==> src/sv/quaternion_to_euler_macros.svh <==
// ----------------------------------------------------------------------------
// Assertion macros for the quaternion to Euler angle block
// Short forms for the concurrent checks at the end of the top level.
// ----------------------------------------------------------------------------
`ifndef QUATERNION_TO_EULER_MACROS_SVH
`define QUATERNION_TO_EULER_MACROS_SVH

// Same-cycle implication, sampled on the block clock, off during reset.
`define QTE_ASSERT_NOW(lbl, ante, cons, msg) \
  lbl: assert property (@(posedge clk_i) disable iff (!rst_ni) (ante) |-> (cons)) \
    else $error(msg);

// Next-cycle implication, sampled on the block clock, off during reset.
`define QTE_ASSERT_NEXT(lbl, ante, cons, msg) \
  lbl: assert property (@(posedge clk_i) disable iff (!rst_ni) (ante) |=> (cons)) \
    else $error(msg);

`endif

==> src/sv/qte_pkg.sv <==
// ----------------------------------------------------------------------------
// qte_pkg
// Widths, constants, the arctangent table and the types shared by the
// quaternion to Euler angle block.
// ----------------------------------------------------------------------------
package qte_pkg;

  // Quaternion parts are Q1.14; products land exactly on 28 fraction bits.
  localparam int QuatWidth   = 16;
  localparam int ProdW       = 2 * QuatWidth;
  localparam int TermW       = 36;
  localparam int OneShift    = 28;
  localparam int MagW        = 28;
  localparam int RemW        = 57;
  localparam int RootW       = 29;
  localparam int CordW       = 38;
  localparam int AccW        = 27;
  localparam int AngW        = 16;
  localparam int PitchW      = 15;
  localparam int CordicSteps = 16;
  localparam int CordicLat   = CordicSteps + 2;

  localparam int RollLim  = 23040;
  localparam int PitchLim = 11520;
  localparam int Deg180   = 180 * 65536;

  localparam int QueueDepth = 4;
  localparam int QPtrW      = 2;

  // atan(2^-i) in degrees with 16 fraction bits, rounded to nearest.
  function automatic logic signed [AccW-1:0] atan_entry(input int unsigned i);
    logic signed [AccW-1:0] v;
    case (i)
      0:       v = AccW'(2949120);
      1:       v = AccW'(1740967);
      2:       v = AccW'(919879);
      3:       v = AccW'(466945);
      4:       v = AccW'(234379);
      5:       v = AccW'(117303);
      6:       v = AccW'(58666);
      7:       v = AccW'(29335);
      8:       v = AccW'(14668);
      9:       v = AccW'(7334);
      10:      v = AccW'(3667);
      11:      v = AccW'(1833);
      12:      v = AccW'(917);
      13:      v = AccW'(458);
      14:      v = AccW'(229);
      15:      v = AccW'(115);
      16:      v = AccW'(57);
      17:      v = AccW'(29);
      18:      v = AccW'(14);
      19:      v = AccW'(7);
      20:      v = AccW'(4);
      21:      v = AccW'(2);
      22:      v = AccW'(1);
      default: v = '0;
    endcase
    return v;
  endfunction

  // One classified request as it waits between the front and back parts.
  typedef struct packed {
    logic signed [TermW-1:0] sr;
    logic signed [TermW-1:0] cr;
    logic signed [TermW-1:0] sp;
    logic signed [TermW-1:0] sy;
    logic signed [TermW-1:0] cy;
    logic [RemW-1:0]         rem;
    logic                    sat_pos;
    logic                    sat_neg;
  } qte_item_t;

  // Queue status seen by the front part and the top level.
  typedef struct packed {
    logic full;
    logic empty;
  } qte_qstat_t;

endpackage

==> src/sv/qte_queue.sv <==
// ----------------------------------------------------------------------------
// qte_queue
// Short first-in first-out queue of classified requests between the front
// and back parts, with the head shown ahead of the pop.
// ----------------------------------------------------------------------------
module qte_queue (
  input  logic                 clk_i,
  input  logic                 rst_ni,
  input  logic                 push_i,
  input  qte_pkg::qte_item_t   item_i,
  input  logic                 pop_i,
  output qte_pkg::qte_item_t   head_o,
  output qte_pkg::qte_qstat_t  qstat_o
);
  import qte_pkg::*;

  qte_item_t        mem_q [QueueDepth];
  logic [QPtrW-1:0] wr_ptr_q, rd_ptr_q;
  logic [QPtrW:0]   count_q;
  logic             do_push, do_pop;

  assign qstat_o.full  = count_q == (QPtrW + 1)'(QueueDepth);
  assign qstat_o.empty = count_q == '0;
  assign do_push       = push_i && !qstat_o.full;
  assign do_pop        = pop_i && !qstat_o.empty;
  assign head_o        = mem_q[rd_ptr_q];

  // Storage write.
  always_ff @(posedge clk_i) begin
    if (do_push) begin
      mem_q[wr_ptr_q] <= item_i;
    end
  end

  // Pointers and fill count.
  always_ff @(posedge clk_i or negedge rst_ni) begin
    if (!rst_ni) begin
      wr_ptr_q <= '0;
      rd_ptr_q <= '0;
      count_q  <= '0;
    end else begin
      if (do_push) begin
        wr_ptr_q <= wr_ptr_q + 1'b1;
      end
      if (do_pop) begin
        rd_ptr_q <= rd_ptr_q + 1'b1;
      end
      case ({do_push, do_pop})
        2'b10:   count_q <= count_q + 1'b1;
        2'b01:   count_q <= count_q - 1'b1;
        default: count_q <= count_q;
      endcase
    end
  end

endmodule

==> config.mk <==
export PLATFORM = sky130hd
export DESIGN_NAME = qte_queue
export DESIGN_NICKNAME = d
export VERILOG_FILES = /design/src/sv/quaternion_to_euler_macros.svh /design/src/sv/qte_pkg.sv /design/src/sv/qte_queue.sv
export SDC_FILE = /design/constraint.sdc
export NUM_CORES = 1
export LEC_CHECK = 0
export BUFFER_PORTS_ARGS = -buffer_cell sky130_fd_sc_hd__buf_2
export CORE_ASPECT_RATIO = 0.7
export CORE_MARGIN = 5
export CORE_UTILIZATION = 51
export CTS_CLUSTER_SIZE = 30
export DETAILED_ROUTE_END_ITERATION = 6
export PLACE_DENSITY = 0.75
export SLEW_MARGIN = 5
export SYNTH_ARGS = -nofsm -noshare
export SYNTH_HDL_FRONTEND = slang
export SYNTH_SLANG_ARGS = --single-unit
==> constraint.sdc <==
create_clock -name clk_i -period 7.15 [get_ports clk_i]
set_input_delay 0.3575 -clock clk_i [delete_from_list [all_inputs] [get_ports clk_i]]
set_output_delay 0.3575 -clock clk_i [all_outputs]
set_load 0.05 [all_outputs]
==> metrics.txt <==
switching power=7858 uW; Worst Path Buf+Inv=2; htree depth=3; Clock Power Share=22.4%; crit-path max FO=87; Register Area=28890 sq um; die width=322.7 um; Final WS setup=3.600 ns; Netlist cell types=20; clk sinks=963; port bufs=483; # nets final=2305; final setup TNS=0 ns; minimum clock period=3.550 ns; hold endpoint=rd_ptr_q[0]; reg2reg end=mem_q[3][139]; maximum VDD drop=0.0003397 V; Post-Layout Cell Count=3031; share of cells above drive strength 1=40.34%; Post-DP Area=38250 sq um; maximum number of pins on one net before global-route repair=130; worst r2r src=count_q[2]; Netlist Area Pre-Place=34900 sq um; Top Family by Delay on Critical Path=flip-flops; Final Cell Area=43430 sq um; DRC=0; Seq/Total Area, Yosys=82.75%; Vias=16586; Worst-path clk slew=0.06 ns; clk root buf=clkbuf_16; Rel. slew slack=28.01%; Multi-input gate area=5609 sq um; fin. max-slew vios=0; WL final=73260 um; Synth Warn #=0; DPL Wire Length=40710 um; Starting Density=51.36%; drt wl/cell=24.17 um; DR iter-0 viols=1558; Slew @ Worst Pin=1.080 ns; final hold viol count=0; Required @ worst endpoint=6.79 ns; WHS Path Cells=3; CTS tree=done; num ports=484; Synth Register Bits=963; die area=73860 sq um; worst path cell trace=buf_12 -> mux4_2 -> buf_2; Leakage=0.01483 uW; area of the core=67970 sq um; HP Start=pop_i; final global-route overflow total=0; crit end category=output port; sw frac=38.88%; Reg2Reg Depth=4; syn avg cell area=27.14 sq um; Yosys top cell by area=edfxtp_1; synthesized instance count=1286; Die Y=228.9 um; period utilisation layout=49.65%; initial antenna violation count=10; antenna viol nets, final=0; Final setup viols=0; total global-route track usage=19.94%; clock tree buffer depth=3; Worst Hold Class=primary input to flop; FILL cells=4305; Syn Nets=1535; critical path startpoint category=flop; Area Overhead vs Synth=24.44%; Place WS=3.981 ns; vias in the first global route=17822; placed cell count=2630; Clk Latency, worst-skew pair=0.61 ns; Max Freq=281.7 MHz; power per cell area=465.3 nW/um^2; Internal=12350 uW; kind of critical path=flop to output port; top cells by area, synth=edfxtp_1, mux4_2, buf_6; RSZ-0062 raised after global routing=no; Yosys top cell area share=82.25%; Num CTS Buffers=86; first-pass GRT wire length=111100 um; DRT Pass-1 Iters=5; commonest non-fill, non-tap cell in the layout=edfxtp_1; count of cells resized by post-cts repair=0; Rows=80; Worst path max stage delay=0.92 ns; vias per cell=5.472; slowest CP cell=dfrtp_4; Reg2Reg Setup Slack=3.98 ns; most frequent cells in the layout=edfxtp_1, buf_2, dlygate4sd3_1; WP data arrival=3.19 ns; outcome=finished clean; Sequential Power Share=38.8%; Placer Congestion=0.7659; Clock Skew=0.01996 ns; Comb pwr share=38.8%; MaxCap Viol Count=0; post-CTS setup repair buffer count=0
[flip-flops by register name (all words and copies together) (netlist names)]
signal,flops
mem_q,956
rd_ptr_q,2
wr_ptr_q,2
count_q,3
[kinds of logic after synthesis]
logic type	share of synthesized area, %
AOI/OAI and AO/OA	0.02510
adders and majority gates	0.2366
xor gates and xnor gates	0.1506
muxes	15.48
DFF	82.75
buffers and inverters	1.212
and+or+nand+nor	0.1469
[power groups by stage]
| stage | clock network, uW | registers [uW] | logic (uW) |
|---|---|---|---|
| 6_report | 4530 | 7840 | 7840 |
| 2_1_floorplan | 0 | 7840 | 6170 |
| 5_1_grt | 4890 | 7920 | 8190 |
| 3_5_place_dp | 0 | 7940 | 7780 |
| 4_1_cts | 4610 | 7840 | 7930 |
| 3_3_place_gp | 0 | 7860 | 7790 |
[Yosys cell counts]
library cell,number
mux2_2,1
ha_1,5
dfrtp_1,7
nor2_1,1
buf_2,26
nor2b_1,1
fa_1,1
nor3_1,1
inv_1,6
mux4_2,239
nor3b_1,1
and2_1,4
clkbuf_1,6
nand2_1,1
xnor2_1,3
mux2i_1,1
buf_6,22
xor2_1,3
o31a_1,1
edfxtp_1,956
[worst max path at each step]
stage | startpoint | to | slack [ns] | cells past startpoint
floorplan | count_q[2] | mem_q[0][0] | 2.63 | 3
global route | rd_ptr_q[0] | head_o[147] | 3.31 | 3
detailed placement | count_q[2] | mem_q[0][88] | 3.98 | 4
finish | rd_ptr_q[0] | head_o[151] | 3.60 | 3
CTS | rd_ptr_q[0] | head_o[194] | 3.49 | 3
global placement | count_q[2] | mem_q[0][88] | 4.05 | 4
[worst register-to-register path, delay by kind of cell (launching register included)]
family | cells | cell delay [ns]
buffers and inverters | 1 | 0.91
flip-flops | 1 | 0.42
AND/OR/NAND/NOR | 3 | 1.38
[through the flow]
stage | power [uW] | hold WS [ns] | util, %
after floorplan | 14010 | 0.06191 | -
after global placement | 15650 | 0.1958 | 56.28
after detailed placement | 15720 | 0.1987 | 56.28
after CTS | 20370 | 0.07277 | 63.88
after global routing | 21010 | 0.1261 | 63.90
final | 20210 | 0.1458 | 63.91
[final cells by class]
class | count | area share, %
flip-flops and latches | 963 | 66.51
multi-input cells | 263 | 12.91
repair buffers | 736 | 11.52
clock buffers | 116 | 5.433
well taps | 902 | 2.598
clock inverters | 38 | 0.9247
inverters | 6 | 0.05185
diodes | 7 | 0.04033
[layer usage]
layer	routed length (um)	GRT usage, %
met5	33	0
met4	1647	5.100
met3	5999	5.586
met1	28210	26.66
met2	37370	33.06
[what timing repair did]
action	in CTS	in global routing
endpoints found under the setup margin	0	0
hold endpoints to repair	963	0
hold buffers	240	0
No activity file was read; power rests on OpenSTA's default activity.
